<file path="config.mk">
export PLATFORM = sky130hd
export DESIGN_NAME = product_parity_3d_decoder_flat
export DESIGN_NICKNAME = d
export VERILOG_FILES = /design/src/hw/rtl/ppd3_pkg.sv /design/src/hw/rtl/ppd3_if.sv /design/src/hw/rtl/ppd3_syndrome.sv /design/src/hw/rtl/ppd3_correct.sv /design/src/hw/rtl/product_parity_3d_decoder.sv /design/src/flat_wrapper.sv
export SDC_FILE = /design/constraint.sdc
export NUM_CORES = 1
export LEC_CHECK = 0
export BUFFER_PORTS_ARGS = -buffer_cell sky130_fd_sc_hd__buf_2
export CAP_MARGIN = 20
export CORE_UTILIZATION = 50
export DETAILED_ROUTE_END_ITERATION = 12
export HOLD_SLACK_MARGIN = 0.05
export PLACE_DENSITY = 0.73
export REMOVE_ABC_BUFFERS = 1
export SLEW_MARGIN = 15
export SYNTH_ARGS = -nofsm -noshare
export SYNTH_HDL_FRONTEND = slang
export SYNTH_HIERARCHICAL = 1
export SYNTH_SLANG_ARGS = --single-unit
</file>
<file path="constraint.sdc">
create_clock -name clk -period 5.9 [get_ports clk]
set_input_delay 1.18 -clock clk [delete_from_list [all_inputs] [get_ports clk]]
set_output_delay 1.18 -clock clk [all_outputs]
set_load 0.005 [all_outputs]
</file>
<file path="src/hw/rtl/ppd3_pkg.sv">
`timescale 1ns / 1ps
`default_nettype none
// ============================================================================
// ppd3_pkg: shared types and constants of the 3x3x3 product parity decoder
// Field widths, code geometry, status codes and small bit-count helpers.
// ============================================================================
package ppd3_pkg;

    // Code geometry
    localparam int DATA_W       = 27;
    localparam int CHECK_W      = 27;
    localparam int LAYERS       = 3;
    localparam int SIDE         = 3;
    localparam int CELLS        = 9;
    localparam int ROWCOL_BITS  = 18;
    localparam int LAYER_CHECKS = 6;
    localparam int STATUS_W     = 2;
    localparam int FLIPS_W      = 2;

    // Decode status codes
    localparam logic [STATUS_W-1:0] STATUS_CLEAN   = 2'd0;
    localparam logic [STATUS_W-1:0] STATUS_SINGLE  = 2'd1;
    localparam logic [STATUS_W-1:0] STATUS_PAIR    = 2'd2;
    localparam logic [STATUS_W-1:0] STATUS_UNFIXED = 2'd3;

    // Syndrome flags of one codeword
    typedef struct packed {
        logic [LAYERS-1:0][SIDE-1:0] row;
        logic [LAYERS-1:0][SIDE-1:0] col;
        logic [CELLS-1:0]            depth;
    } syndrome_t;

    // Count set bits of a three-bit flag group
    function automatic logic [1:0] count3(input logic [SIDE-1:0] v);
        return {1'b0, v[0]} + {1'b0, v[1]} + {1'b0, v[2]};
    endfunction

    // Count set bits of the depth flags
    function automatic logic [3:0] count9(input logic [CELLS-1:0] v);
        logic [3:0] n;
        n = 4'd0;
        for (int i = 0; i < CELLS; i++) begin
            n = n + {3'd0, v[i]};
        end
        return n;
    endfunction

endpackage
`default_nettype wire

</file>
<file path="src/hw/rtl/ppd3_if.sv">
`timescale 1ns / 1ps
`default_nettype none
// ============================================================================
// ppd3 channel interfaces
// Valid/ready channels for received codewords and decoded results.
// ============================================================================
interface ppd3_code_if;
    logic                          valid;
    logic                          ready;
    logic [ppd3_pkg::DATA_W-1:0]   data_word;
    logic [ppd3_pkg::CHECK_W-1:0]  check_word;

    modport source (output valid, output data_word, output check_word, input ready);
    modport sink   (input valid, input data_word, input check_word, output ready);
endinterface

interface ppd3_result_if;
    logic                          valid;
    logic                          ready;
    logic [ppd3_pkg::DATA_W-1:0]   corrected_data;
    logic [ppd3_pkg::STATUS_W-1:0] decode_status;
    logic [ppd3_pkg::FLIPS_W-1:0]  bits_flipped;

    modport source (output valid, output corrected_data, output decode_status,
                    output bits_flipped, input ready);
    modport sink   (input valid, input corrected_data, input decode_status,
                    input bits_flipped, output ready);
endinterface
`default_nettype wire

</file>
<file path="src/hw/rtl/ppd3_syndrome.sv">
`timescale 1ns / 1ps
`default_nettype none
// ============================================================================
// ppd3_syndrome: syndrome generator
// XOR trees for the row, column and depth parity checks of one codeword.
// ============================================================================
module ppd3_syndrome (
    input  wire logic [ppd3_pkg::DATA_W-1:0]  data_word,
    input  wire logic [ppd3_pkg::CHECK_W-1:0] check_word,
    output ppd3_pkg::syndrome_t               syn
);
    import ppd3_pkg::*;

    // Recompute every parity group against its received check bit
    always_comb begin
        syn = '0;
        for (int lay = 0; lay < LAYERS; lay++) begin
            for (int a = 0; a < SIDE; a++) begin
                syn.row[lay][a] = data_word[lay*CELLS + SIDE*a]
                                ^ data_word[lay*CELLS + SIDE*a + 1]
                                ^ data_word[lay*CELLS + SIDE*a + 2]
                                ^ check_word[lay*LAYER_CHECKS + a];
                syn.col[lay][a] = data_word[lay*CELLS + a]
                                ^ data_word[lay*CELLS + a + SIDE]
                                ^ data_word[lay*CELLS + a + 2*SIDE]
                                ^ check_word[lay*LAYER_CHECKS + SIDE + a];
            end
        end
        for (int c = 0; c < CELLS; c++) begin
            syn.depth[c] = data_word[c] ^ data_word[c + CELLS] ^ data_word[c + 2*CELLS]
                         ^ check_word[ROWCOL_BITS + c];
        end
    end

endmodule
`default_nettype wire

</file>
<file path="src/hw/rtl/ppd3_correct.sv">
`timescale 1ns / 1ps
`default_nettype none
// ============================================================================
// ppd3_correct: correction decision
// Single-error repair per layer, else one pair repair, and status coding.
// ============================================================================
module ppd3_correct (
    input  wire logic [ppd3_pkg::DATA_W-1:0]   data_word,
    input  wire ppd3_pkg::syndrome_t           syn,
    output logic [ppd3_pkg::DATA_W-1:0]        corrected_data,
    output logic [ppd3_pkg::STATUS_W-1:0]      decode_status,
    output logic [ppd3_pkg::FLIPS_W-1:0]       bits_flipped
);
    import ppd3_pkg::*;

    logic [DATA_W-1:0]  single_mask;
    logic [FLIPS_W-1:0] fixed_cnt;
    logic [DATA_W-1:0]  pair_mask;
    logic               pair_hit;
    logic               any_flag;

    // Flip the crossing bit in every layer with one row and one column flag
    always_comb begin
        single_mask = '0;
        fixed_cnt   = '0;
        for (int lay = 0; lay < LAYERS; lay++) begin
            if (count3(syn.row[lay]) == 2'd1 && count3(syn.col[lay]) == 2'd1) begin
                fixed_cnt = fixed_cnt + 2'd1;
                for (int a = 0; a < SIDE; a++) begin
                    for (int b = 0; b < SIDE; b++) begin
                        single_mask[lay*CELLS + SIDE*a + b] = syn.row[lay][a] & syn.col[lay][b];
                    end
                end
            end
        end
    end

    // Scan layers in order for the first pair candidate; a bad layer ends the scan
    always_comb begin
        logic       stop;
        logic [1:0] nr;
        logic [1:0] nc;
        stop      = 1'b0;
        pair_hit  = 1'b0;
        pair_mask = '0;
        for (int lay = 0; lay < LAYERS; lay++) begin
            nr = count3(syn.row[lay]);
            nc = count3(syn.col[lay]);
            if (!stop) begin
                if (nr == 2'd2 && nc != 2'd0) begin
                    stop = 1'b1;
                end else if ((nr == 2'd2 && nc == 2'd0) || (nr == 2'd0 && nc == 2'd2)) begin
                    stop = 1'b1;
                    if (count9(syn.depth) == 4'd2) begin
                        pair_hit                       = 1'b1;
                        pair_mask[lay*CELLS +: CELLS] = syn.depth;
                    end
                end
            end
        end
    end

    assign any_flag = (|syn.row) | (|syn.col) | (|syn.depth);

    // Pick the repair and code the status
    always_comb begin
        if (fixed_cnt != 2'd0) begin
            corrected_data = data_word ^ single_mask;
            decode_status  = STATUS_SINGLE;
            bits_flipped   = fixed_cnt;
        end else if (pair_hit) begin
            corrected_data = data_word ^ pair_mask;
            decode_status  = STATUS_PAIR;
            bits_flipped   = 2'd2;
        end else begin
            corrected_data = data_word;
            decode_status  = any_flag ? STATUS_UNFIXED : STATUS_CLEAN;
            bits_flipped   = 2'd0;
        end
    end

endmodule
`default_nettype wire

</file>
<file path="src/hw/rtl/product_parity_3d_decoder.sv">
`timescale 1ns / 1ps
`default_nettype none
// ============================================================================
// product_parity_3d_decoder: 3x3x3 product parity code decoder
//
//   channel  direction  payload
//   code     in         data_word[26:0], check_word[26:0]
//   result   out        corrected_data[26:0], decode_status[1:0], bits_flipped[1:0]
//
// One codeword per cycle while the result register is not stalled; each request is
// captured in the input register on acceptance, then passes through the syndrome
// and correction logic into the result register.
// Reset clears both valid flags only.
// A stalled result holds; the input register accepts while it is empty or
// while the result register is free or being drained in the same cycle.
// ============================================================================
module product_parity_3d_decoder (
    input  wire logic       clk,
    input  wire logic       rst_n,
    ppd3_code_if.sink       code,
    ppd3_result_if.source   result
);
    import ppd3_pkg::*;

    logic                s1_valid_reg;
    logic [DATA_W-1:0]   s1_data_reg;
    logic [CHECK_W-1:0]  s1_check_reg;
    logic                out_valid_reg;
    logic [DATA_W-1:0]   out_data_reg;
    logic [STATUS_W-1:0] out_status_reg;
    logic [FLIPS_W-1:0]  out_flips_reg;

    syndrome_t           syn;
    logic [DATA_W-1:0]   fix_data;
    logic [STATUS_W-1:0] fix_status;
    logic [FLIPS_W-1:0]  fix_flips;
    logic                out_free;
    logic                s1_free;

    // Advance when the next stage is empty or draining
    assign out_free   = !out_valid_reg || result.ready;
    assign s1_free    = !s1_valid_reg || out_free;
    assign code.ready = s1_free;

    // Input register
    always_ff @(posedge clk or negedge rst_n)
    begin
        if (!rst_n)
        begin
            s1_valid_reg <= 1'b0;
        end
        else if (s1_free)
        begin
            s1_valid_reg <= code.valid;
        end
    end

    always_ff @(posedge clk)
    begin
        if (s1_free && code.valid)
        begin
            s1_data_reg  <= code.data_word;
            s1_check_reg <= code.check_word;
        end
    end

    ppd3_syndrome u_syndrome (
        .data_word  (s1_data_reg),
        .check_word (s1_check_reg),
        .syn        (syn)
    );

    ppd3_correct u_correct (
        .data_word      (s1_data_reg),
        .syn            (syn),
        .corrected_data (fix_data),
        .decode_status  (fix_status),
        .bits_flipped   (fix_flips)
    );

    // Result register: hold while stalled
    always_ff @(posedge clk or negedge rst_n)
    begin
        if (!rst_n)
        begin
            out_valid_reg <= 1'b0;
        end
        else if (out_free)
        begin
            out_valid_reg <= s1_valid_reg;
        end
    end

    always_ff @(posedge clk)
    begin
        if (out_free && s1_valid_reg)
        begin
            out_data_reg   <= fix_data;
            out_status_reg <= fix_status;
            out_flips_reg  <= fix_flips;
        end
    end

    assign result.valid          = out_valid_reg;
    assign result.corrected_data = out_data_reg;
    assign result.decode_status  = out_status_reg;
    assign result.bits_flipped   = out_flips_reg;

endmodule
`default_nettype wire

</file>
<file path="src/flat_wrapper.sv">
// flat-port wrapper written by rule: the top's interface ports become plain ports
module product_parity_3d_decoder_flat import ppd3_pkg::*;
  (clk, rst_n, code_valid, code_data_word, code_check_word, code_ready, result_valid, result_corrected_data, result_decode_status, result_bits_flipped, result_ready);
  ppd3_code_if code_i ();
  ppd3_result_if result_i ();
  input  wire logic clk;
  input  wire logic rst_n;
  input wire logic [$bits(code_i.valid)-1:0] code_valid;
  input wire logic [$bits(code_i.data_word)-1:0] code_data_word;
  input wire logic [$bits(code_i.check_word)-1:0] code_check_word;
  output wire logic [$bits(code_i.ready)-1:0] code_ready;
  output wire logic [$bits(result_i.valid)-1:0] result_valid;
  output wire logic [$bits(result_i.corrected_data)-1:0] result_corrected_data;
  output wire logic [$bits(result_i.decode_status)-1:0] result_decode_status;
  output wire logic [$bits(result_i.bits_flipped)-1:0] result_bits_flipped;
  input wire logic [$bits(result_i.ready)-1:0] result_ready;
  assign code_i.valid = code_valid;
  assign code_i.data_word = code_data_word;
  assign code_i.check_word = code_check_word;
  assign code_ready = code_i.ready;
  assign result_valid = result_i.valid;
  assign result_corrected_data = result_i.corrected_data;
  assign result_decode_status = result_i.decode_status;
  assign result_bits_flipped = result_i.bits_flipped;
  assign result_i.ready = result_ready;
  product_parity_3d_decoder u_core (.clk(clk), .rst_n(rst_n), .code(code_i), .result(result_i));
endmodule
</file>
After elaboration in Yosys (flattened, before gate mapping)
Cells that the tools add are included.

word-level totals
  logic and storage cells = 225
  register bits after elaboration = 87

cells by class
  mux-type cells = 37
  reduce and logical (&&, ||, !) cells = 34
  equality and inequality tests = 13
  bitwise gates (word level) = 112
  $add $sub $neg = 22

operators by type and width
  kind                                                  count
  2-to-1 mux 9 bit                                      12
  XOR 1 bit                                             81
  2-to-1 mux 27 bit                                     2
  XOR 27 bit                                            2
  AND 1 bit                                             27
  OR reduction 9 bit                                    3
  adder 4 x 1 -> 4 bit                                  5
  2-to-1 mux 1 bit                                      17
  adder 1 x 1 -> 2 bit                                  7
  logical AND 1 bit                                     14
  adder 2 x 1 -> 2 bit                                  6
  equality test 2 x 1 -> 1 bit (second input constant)  6
  equality test 2 bit (second input constant)           6
  logical NOT 2 bit                                     6
  2-to-1 mux 2 bit                                      6
  nonzero test 2 bit                                    4
  logical OR 1 bit                                      5
  adder 2 x 1 -> 2 bit (second input constant)          2
  adder 3 x 1 -> 4 bit                                  1
  equality test 4 x 2 -> 1 bit (second input constant)  1
  adder 2 x 1 -> 3 bit                                  1
  logical NOT 1 bit                                     2
  OR 1 bit                                              2

Depth between registers and ports, before layout
Gate-level depths: netlist of the first run.

  word-level depth = 25
  depth in mapped cells = 16
  gate-level depth less buffers = 15

Hierarchy
Netlist of the first run, hierarchy kept.

modules (own cells, without submodules)
  module                     cells an instance  sequential area each (µm²)  area an instance (µm²)  times used
  product_parity_3d_decoder  93                 2602.5                      2656.3                  1
  ppd3_correct               195                0.0                         1487.7                  1
  ppd3_syndrome              81                 0.0                         709.4                   1

Worst setup path after synthesis of the first run
No wires, ideal clock.

  path type = reg-to-reg
  from = register u_core.s1_data_reg[18]
  to = register u_core.out_data_reg[7] (netlist: u_core/result.corrected_data[7]), data pin
  setup slack = 1.267 ns
  path buffers = 1
  data arrival time = 4.363 ns
  required time = 5.630 ns
  setup time = 0.270 ns
  cell stages (with the launch flop) = 16
  cell sequence = edfxtp_1 > xor2_1 > xnor2_1 > inv_1 > fa_1 > fa_1 > fa_1 > inv_1 > fa_1 > inv_1 > fa_1 > nor3_4 > buf_2 > nand2_1 > o32ai_1 > xor2_1

RTL lines
  item                    RTL line                         RTL
  from (decl)             product_parity_3d_decoder.sv:26  logic [DATA_W-1:0] s1_data_reg;
  from (signal assigned)  product_parity_3d_decoder.sv:62  s1_data_reg <= code.data_word;
  to (signal assigned)    product_parity_3d_decoder.sv:98  out_data_reg <= fix_data;
  to (decl)               product_parity_3d_decoder.sv:29  logic [DATA_W-1:0] out_data_reg;

==> results.cfg, run 1 <==
[min_path]
hold_path_depth = 1
holdPathEnd = u_core/result.valid
worstHoldStart = u_core/s1_valid_reg
hp-class = reg -> reg

[synth]
ys_seq_area_frac = 0.5362
netlist_top_cells_area = edfxtp_1, xnor2_1, xor2_1
syn-mean-instance-area_sq_um = 13.15
synth-main-ff-cell = edfxtp_1
netlist_area_sq_um = 4853
ys_seq_elements = 87
synthCells = 369
synthArstFlopShare = 0.02299
ys_types = 44
yosysTopAreaCell = edfxtp_1
synth_edf_count = 85
synth_top_area_share = 0.5259
yosysWarningCount = 6

[die]
fp.dieW_um = 100.5
die_h_um = 100.5
rows = 35
die_area_sq_um = 10110
start_util = 0.5203
boundaryPins = 91
coreArea_sq_um = 9328

[global_route]
gr-total-overflow = 0
grt_pass1_vias = 3270
grt_pass1_wl_um = 16950
antenna_found_initial = 0
grt_max_degree = 55
grtUsageTotal = 0.2283

[outcome]
status = finished, final reports clean

[layout]
fillers = 798
fin_cells = 604
final_common_cell = buf_2
final_cell_mix = buf_2, edfxtp_1, xor2_1, xnor2_1, inv_1
final_core_util = 0.6060
drive_gt1_frac = 0.2779
design_area_sq_um = 5653
num_antenna_cells = 0
area_growth_pct = 16.47
nets = 545

[place]
post_dp_cell_area_sq_um = 5473
dp_cells = 588
pre_cts_ws_ps = 702.8
place_congestion = 0.8954
io_buffers = 90
dp_hpwl_um = 8035

[worst_setup_path]
start_kind = register
ff2ff_setup_slack_ps = 650
timing.rr.end = u_core/result.corrected_data[7]
reg2reg_depth = 14
worst_path_max_delay_cell = nor3_4
cpPeakStageDelay_ps = 670
crit_chain = xor2_1 -> xnor2_1 -> inv_1 -> fa_1 -> fa_1 -> fa_1 -> inv_1 -> fa_1 -> inv_1 -> fa_1 -> nor3_4 -> nand2_1 -> o32ai_1 -> xor2_1
critPathKind = reg -> reg
required_ps = 5990
r2r_start = u_core/s1_data_reg[18]
worst_setup_path_end_kind = register
crit_fanout = 18
cpMostUsedCell = fa_1
worst_ep_arrival_time_ps = 5340

[routing]
wl_met1_um = 4621
viasPerCell = 5.291
dr.first_iter.drc_count = 270
ant_nets = 0
top_layer = met4
drc = 0
dr_wl_met2_um = 5199
wl_met3_um = 669
totalWireLength_um = 10700
wl_per_cell_um = 17.71
vias = 3196
first_pass_iters = 5

[clock_tree]
cts_resized = 0
clk_pin_slew_ps = 100
insertion_delay_ps = 360
cts.sinks = 87
htree_levels = 3
cts_setup_buffers = 0
root_buffer = clkbuf_8
cts.hold.buffers_added = 0
clock_path_buffers = 2
cts_tree = built
numCtsBuffers = 9

[timing]
worst_pin_slew_ps = 751.9
setup_ws_ps = 646.9
fmax_mhz = 190.4
worst_clock_skew_ps = 12.75
maxSlewViolCount = 0
final-hold-violation-count = 0
period_share = 0.8904
period_minus_slack_ps = 5253
rsz0062_at_grt = no
slew_headroom = 0.4971
setup_violations = 0
setup-tns-final_ps = 0

[pwr]
p_per_area_nw_per_um2 = 407.2
leakagePower_nw = 2.202
vdd_ir_drop_max_v = 0.0003642

[flow_run]
drv_cap = 0
synthesized netlist by cell type (2+ instances only):
cell type / instances
edfxtp_1: 85
fa_1: 12
nor4_1: 5
xor2_1: 55
xnor2_1: 55
nor2b_1: 3
nand4_1: 11
inv_1: 36
inv_2: 2
buf_2: 3
o32ai_1: 7
ha_1: 5
dfrtp_1: 2
nor2_1: 5
nand2_1: 11
nand3_1: 24
o31ai_2: 9
nand2b_1: 3
o21ai_1: 11
through the flow:
stage | total power [mW] | hold slack (ps)
5_1_grt | 2.443 | 574.7
2_1_floorplan | 1.598 | 511.3
6_report | 2.302 | 554.8
3_5_place_dp | 1.913 | 532.7
4_1_cts | 2.297 | 558.2
3_3_place_gp | 1.883 | 527.3
worst max-delay path by stage:
stage / start / end / slack [ps] / cells past startpoint
3_3_place_gp: u_core/s1_data_reg[18] / u_core/result.corrected_data[4] / 840 / 14
6_report: u_core/s1_data_reg[18] / u_core/result.corrected_data[7] / 650 / 14
2_1_floorplan: u_core/s1_data_reg[18] / u_core/result.corrected_data[4] / 1240 / 14
4_1_cts: u_core/s1_data_reg[19] / u_core/result.corrected_data[7] / 680 / 14
5_1_grt: u_core/s1_data_reg[19] / u_core/result.corrected_data[7] / 470 / 14
3_5_place_dp: u_core/s1_data_reg[19] / u_core/result.corrected_data[7] / 700 / 14
final cells by class:
class                   instances  area (sq um)  area share
flip-flops and latches         87          2603      0.4604
multi-input cells             239          2078      0.3676
repair buffers                 95         488.0     0.08632
well taps                     129         161.4     0.02855
inverters                      38         142.6     0.02523
clock buffers                   9         123.9     0.02191
clock inverters                 7         56.30    0.009960
power by group:
group,total (mW),switching [mW],internal (mW),leakage (nW)
registers,0.792,0.0357,0.756,0.834
logic,1.12,0.745,0.380,1.28
clock network,0.385,0.228,0.157,0.0902
metal layers:
| layer | GRT usage | vias up |
|---|---|---|
| li1 | - | 1507 |
| met1 | 0.3063 | 1552 |
| met2 | 0.3799 | 124 |
| met3 | 0.03814 | 13 |
| met4 | 0.07469 | 0 |
| met5 | 0 | - |
kinds of logic after synthesis:
| group | Yosys count | synth area share |
|---|---|---|
| flip-flops | 87 | 0.5362 |
| buffers and inverters | 43 | 0.03558 |
| XOR/XNOR | 110 | 0.1985 |
| AND/OR/NAND/NOR | 72 | 0.09230 |
| multiplexers | 2 | 0.006703 |
| AO/OA/AOI/OAI | 38 | 0.06832 |
| adder cells (fa/ha/maj) | 17 | 0.06239 |
critical path: cells and delay by family (launching register included):
kind	cells	cell delay, ps
AOI/OAI and AO/OA	1	410
xor gates and xnor gates	3	640
adders and majority gates	5	2330
buffers and inverters	3	260
DFF	1	500
and+or+nand+nor	2	840
No activity file was read; power rests on OpenSTA's default activity.
==> run 2: changes to the inputs <==
--- a/config.mk
+++ b/config.mk
@@ -7,11 +7,11 @@
 export LEC_CHECK = 0
 export BUFFER_PORTS_ARGS = -buffer_cell sky130_fd_sc_hd__buf_2
 export CAP_MARGIN = 20
-export CORE_UTILIZATION = 50
+export CORE_UTILIZATION = 40
 export DETAILED_ROUTE_END_ITERATION = 12
 export HOLD_SLACK_MARGIN = 0.05
-export PLACE_DENSITY = 0.73
 export REMOVE_ABC_BUFFERS = 1
+export SETUP_SLACK_MARGIN = 0.5
 export SLEW_MARGIN = 15
 export SYNTH_ARGS = -nofsm -noshare
 export SYNTH_HDL_FRONTEND = slang
==> constraint.sdc (replaced) <==
create_clock -name clk -period 5.9 [get_ports clk]
set_input_delay 0 -clock clk [delete_from_list [all_inputs] [get_ports clk]]
set_output_delay 0 -clock clk [all_outputs]
set_load 0.005 [all_outputs]
==> run 2 against run 1 <==
Effect of this change: the run now ends with design-rule violations left; combinational power up 9.8%; highest routed layer unchanged; final area is 13% higher; non-clock buffer count grew 59; utilization is 5.7 points lower; sequential share of layout area is 5.2 points lower; worst hold slack worse by 190 ps; global-route usage decreased by 2.8 points.
==> results.cfg, run 2 (synthesized netlist as in run 1, its figures left out) <==
[outcome]
status = finished, violations left
violations = design-rule violations

[global_route]
antenna_found_initial = 0
gr-total-overflow = 0
grt_max_degree = 55
grt_pass1_vias = 3470
grtUsageTotal = 0.2002
grt_pass1_wl_um = 18540

[worst_setup_path]
crit_chain = xor2_1 -> xnor2_1 -> inv_1 -> fa_1 -> fa_1 -> fa_1 -> inv_1 -> fa_1 -> inv_1 -> fa_1 -> nor3_4 -> buf_12 -> nand2_1 -> o32a_1 -> xnor2_1
worst_ep_arrival_time_ps = 5040
worst_path_max_delay_cell = fa_1
cpMostUsedCell = fa_1
ff2ff_setup_slack_ps = 950
start_kind = register
worst_setup_path_end_kind = register
cpPeakStageDelay_ps = 570
required_ps = 5980
crit_fanout = 17
critPathKind = reg -> reg

[layout]
final_common_cell = buf_2
fin_cells = 677
final_cell_mix = buf_2, edfxtp_1, dlygate4sd3_1, xor2_1, xnor2_1
area_growth_pct = 31.30
drive_gt1_frac = 0.2378
final_core_util = 0.5487
nets = 604
num_antenna_cells = 0

[timing]
period_minus_slack_ps = 4955
worst_pin_slew_ps = 910.2
rsz0062_at_grt = no
worst_clock_skew_ps = 7.594
setup_violations = 0
setup-tns-final_ps = 0
maxSlewViolCount = 0
period_share = 0.8398
slew_headroom = 0.3916
final-hold-violation-count = 0
fmax_mhz = 201.8

[routing]
wl_per_cell_um = 17.19
totalWireLength_um = 11640
first_pass_iters = 8
viasPerCell = 4.996
vias = 3382
drc = 2
ant_nets = 0
dr.first_iter.drc_count = 221

[die]
die_area_sq_um = 12580
rows = 39
boundaryPins = 91
die_h_um = 112.2
start_util = 0.4179
coreArea_sq_um = 11610
fp.dieW_um = 112.2

[clock_tree]
cts.sinks = 87
clock_path_buffers = 2
cts_resized = 0
root_buffer = clkbuf_16
insertion_delay_ps = 340
clk_pin_slew_ps = 60
numCtsBuffers = 9
htree_levels = 3
cts_tree = built

[place]
dp_cells = 600
place_congestion = 0.8754
dp_hpwl_um = 8243
io_buffers = 90

[min_path]
hp-class = in -> reg

[flow_run]
drv_cap = 0

[pwr]
p_per_area_nw_per_um2 = 403.9
leakagePower_nw = 2.496
vdd_ir_drop_max_v = 0.0002073
-- run 2: cell types whose count changed in the layout (fill, tap and decap cells not counted) --
cell	previous run	this run
dlygate4sd3_1	0	59
clkbuf_16	0	9
clkinvlp_4	1	0
buf_12	0	1
bufinv_16	0	1
inv_6	2	0
clkinv_4	3	0
buf_4	5	4
clkbuf_1	0	5
clkbuf_8	9	0
-- run 2: worst paths after layout --
path	startpoint	cells after the start	to
max	u_core/s1_data_reg[18]	15	u_core/result.corrected_data[4]
min	code_check_word[4]	2	u_core/s1_check_reg[4]
max reg2reg	u_core/s1_data_reg[18]	15	u_core/result.corrected_data[4]
min reg2reg	u_core/s1_valid_reg	1	u_core/result.valid
max in group asynchronous	rst_n	3	u_core/s1_valid_reg
min in group asynchronous	rst_n	3	u_core/result.valid
-- run 2: stage by stage --
stage / total power [mW] / hold WS, ps / setup slack, ps / instance area, sq um
floorplan: 1.598 / -295.6 / 1240 / 4823
global placement: 1.891 / -214.3 / 683.6 / 5475
detailed placement: 1.903 / -210.3 / 654.8 / 5475
CTS: 2.493 / 346.0 / 628.8 / 6345
global route: 2.734 / 354.9 / 795.7 / 6372
finish: 2.574 / 359.9 / 945.5 / 6372
-- run 2: worst max-delay path: cells and delay by family (launching register included) --
| family | cells | cell delay (ps) |
|---|---|---|
| adders and majority gates | 5 | 2340 |
| xor gates and xnor gates | 3 | 700 |
| DFF | 1 | 510 |
| buffers and inverters | 4 | 460 |
| AOI/OAI and AO/OA | 1 | 370 |
| and+or+nand+nor | 2 | 300 |
-- run 2: per-layer routing --
layer	vias to the layer above	share of wire	track usage
met4	0	0.022	0.08889
met3	15	0.045	0.03834
met1	1626	0.45	0.2583
met5	-	0	0
li1	1634	-	-
met2	107	0.48	0.3292
-- run 2: layout make-up --
class / instances / area [sq um]
clock buffer: 14 / 244.0
clock inverter: 2 / 35.03
fill: 1006 / 5241
inverter: 38 / 142.6
multi-input combinational: 239 / 2078
sequential: 87 / 2603
tap: 143 / 178.9
timing repair buffer: 154 / 1091
-- run 2: repair_timing --
item,in CTS,in global routing
hold endpoints to repair,58,0
endpoints found under the setup margin,0,7
hold buffers,59,0
buffers inserted,0,2
-- run 2: where the power goes --
part | total, mW | leakage (nW) | internal (mW) | switching (mW)
clock | 0.549 | 0.135 | 0.328 | 0.221
sequential | 0.794 | 0.834 | 0.758 | 0.0366
combinational | 1.23 | 1.53 | 0.476 | 0.754
total | 2.57 | 2.50 | 1.56 | 1.01
==> run 3: changes to the inputs <==
==> constraint.sdc (replaced) <==
create_clock -name clk -period 4.4 [get_ports clk]
set_input_delay 0 -clock clk [delete_from_list [all_inputs] [get_ports clk]]
set_output_delay 0 -clock clk [all_outputs]
set_load 0.005 [all_outputs]
==> run 3 against run 2 <==
Effect of this change: the flow finishes with violations (design-rule violations, negative setup slack); setup slack worse by 1300 ps; clock power is 21% higher; final cell count is 8.6% higher; maximum frequency is 4.8% higher; die area stayed put; first-iteration DRC count is 17% higher; worst hold slack better by 7.3 ps; critical endpoint is now u_core/result.corrected_data[7].
==> results.cfg, run 3 (synthesized netlist as in run 1, its figures left out) <==
[worst_setup_path]
crit_fanout = 6
worst_setup_path_end_kind = register
worstSetupEndpoint = u_core/result.corrected_data[7]
worst_ep_arrival_time_ps = 4800
reg2reg_depth = 16
timing.rr.end = u_core/result.corrected_data[7]
crit_start = u_core/s1_data_reg[1]
critPathKind = reg -> reg
required_ps = 4470
ff2ff_setup_slack_ps = -330
r2r_start = u_core/s1_data_reg[1]
start_kind = register

[routing]
ant_nets = 0
vias = 3717
totalWireLength_um = 12820
first_pass_iters = 9
viasPerCell = 5.057
drc = 2
dr.first_iter.drc_count = 258
wl_per_cell_um = 17.44

[timing]
worst_pin_slew_ps = 770.0
final-hold-violation-count = 0
period_share = 1.074
slew_headroom = 0.4866
setup_violations = 28
setup_ws_ps = -327.7
worst_clock_skew_ps = 3.569
period_minus_slack_ps = 4728
maxSlewViolCount = 0
fmax_mhz = 211.5
whs_ps = 367.1
rsz0062_at_grt = yes

[die]
start_util = 0.4179
coreArea_sq_um = 11610
die_area_sq_um = 12580
boundaryPins = 91
die_h_um = 112.2
rows = 39
fp.dieW_um = 112.2

[clock_tree]
clk_pin_slew_ps = 60
insertion_delay_ps = 340
clock_path_buffers = 2
root_buffer = clkbuf_16
cts_tree = built
numCtsBuffers = 9
htree_levels = 3
cts.sinks = 87

[place]
dp_hpwl_um = 8831
io_buffers = 90
place_congestion = 0.8888
post_dp_cell_area_sq_um = 5856

[min_path]
hp-class = in -> reg

[global_route]
use_met2 = 0.3495
use_met3 = 0.03942
gr-total-overflow = 0
antenna_found_initial = 0
grt_pass1_vias = 3847
busiest_layer = met2
grt_max_degree = 55
use_met1 = 0.2687
grtUsageTotal = 0.2112
grt_pass1_wl_um = 20000

[pwr]
leakagePower_nw = 2.886
vdd_ir_drop_max_v = 0.0004134
p_per_area_nw_per_um2 = 611.8
power_mw = 4.390

[layout]
design_area_sq_um = 7176
final_cell_mix = buf_2, edfxtp_1, dlygate4sd3_1, buf_4, xor2_1
area_growth_pct = 47.85
drive_gt1_frac = 0.3868
nets = 664
num_antenna_cells = 0
final_common_cell = buf_2

[flow_run]
drv_cap = 0

[outcome]
violations = design-rule violations, negative setup slack
status = finished, violations left
-- run 3: power by group --
group / internal (mW) / switching, mW / total, mW
combinational: 1.22 / 1.45 / 2.67
clock: 0.375 / 0.290 / 0.664
sequential: 1.02 / 0.0423 / 1.06
total: 2.61 / 1.78 / 4.39
-- run 3: area by class of cell --
| type | count | area [sq um] |
|---|---|---|
| inverter | 38 | 142.6 |
| clock buffer | 12 | 236.5 |
| sequential | 87 | 2603 |
| clock inverter | 2 | 10.01 |
| fill | 915 | 4438 |
| tap | 143 | 178.9 |
| timing repair buffer | 214 | 1585 |
| multi-input combinational | 239 | 2420 |
-- run 3: metrics by stage --
step	TNS (ps)	instances	setup WS (ps)	utilization
after global routing	-9883	735	-433.4	0.6179
after floorplan	-3196	364	-260.0	-
after detailed placement	-9179	649	-467.9	0.5042
final	-6413	735	-327.7	0.6179
after CTS	-3284	728	-206.8	0.5875
after global placement	-7574	649	-401.3	0.5042
-- run 3: routing by layer --
layer,part of all wire,wire length [um]
met5,0,0
met3,0.048,612
met4,0.023,293
met1,0.42,5377
met2,0.51,6534
-- run 3: repair_timing --
action / 4_1_cts / 5_1_grt
resized for setup: 21 / 45
hold buffers: 59 / 0
cloned: 0 / 1
setup buffers: 6 / 6
endpoints found under the setup margin: 30 / 30
pin swaps: 16 / 18
hold endpoints to repair: 58 / 0
-- run 3: critical path, stage by stage (launching register included) --
cell,delay (ps)
edfxtp_1,480
xnor2_4,290
xnor2_4,150
inv_2,70
fa_1,540
fa_1,440
fa_1,510
inv_1,60
fa_2,350
inv_2,80
fa_2,450
nor3_4,240
buf_6,180
buf_4,120
nand2_4,60
o32ai_4,290
xor2_1,130
-- run 3: worst min-delay path by stage --
stage | start | end | slack [ps] | cells past startpoint
after floorplan | rst_n | u_core/result.valid | -300 | 0
after global placement | rst_n | u_core/result.valid | -210 | 1
after detailed placement | rst_n | u_core/result.valid | -210 | 1
after CTS | code_data_word[2] | u_core/s1_data_reg[2] | 350 | 2
after global routing | code_data_word[16] | u_core/s1_data_reg[16] | 370 | 2
final | code_data_word[16] | u_core/s1_data_reg[16] | 370 | 2
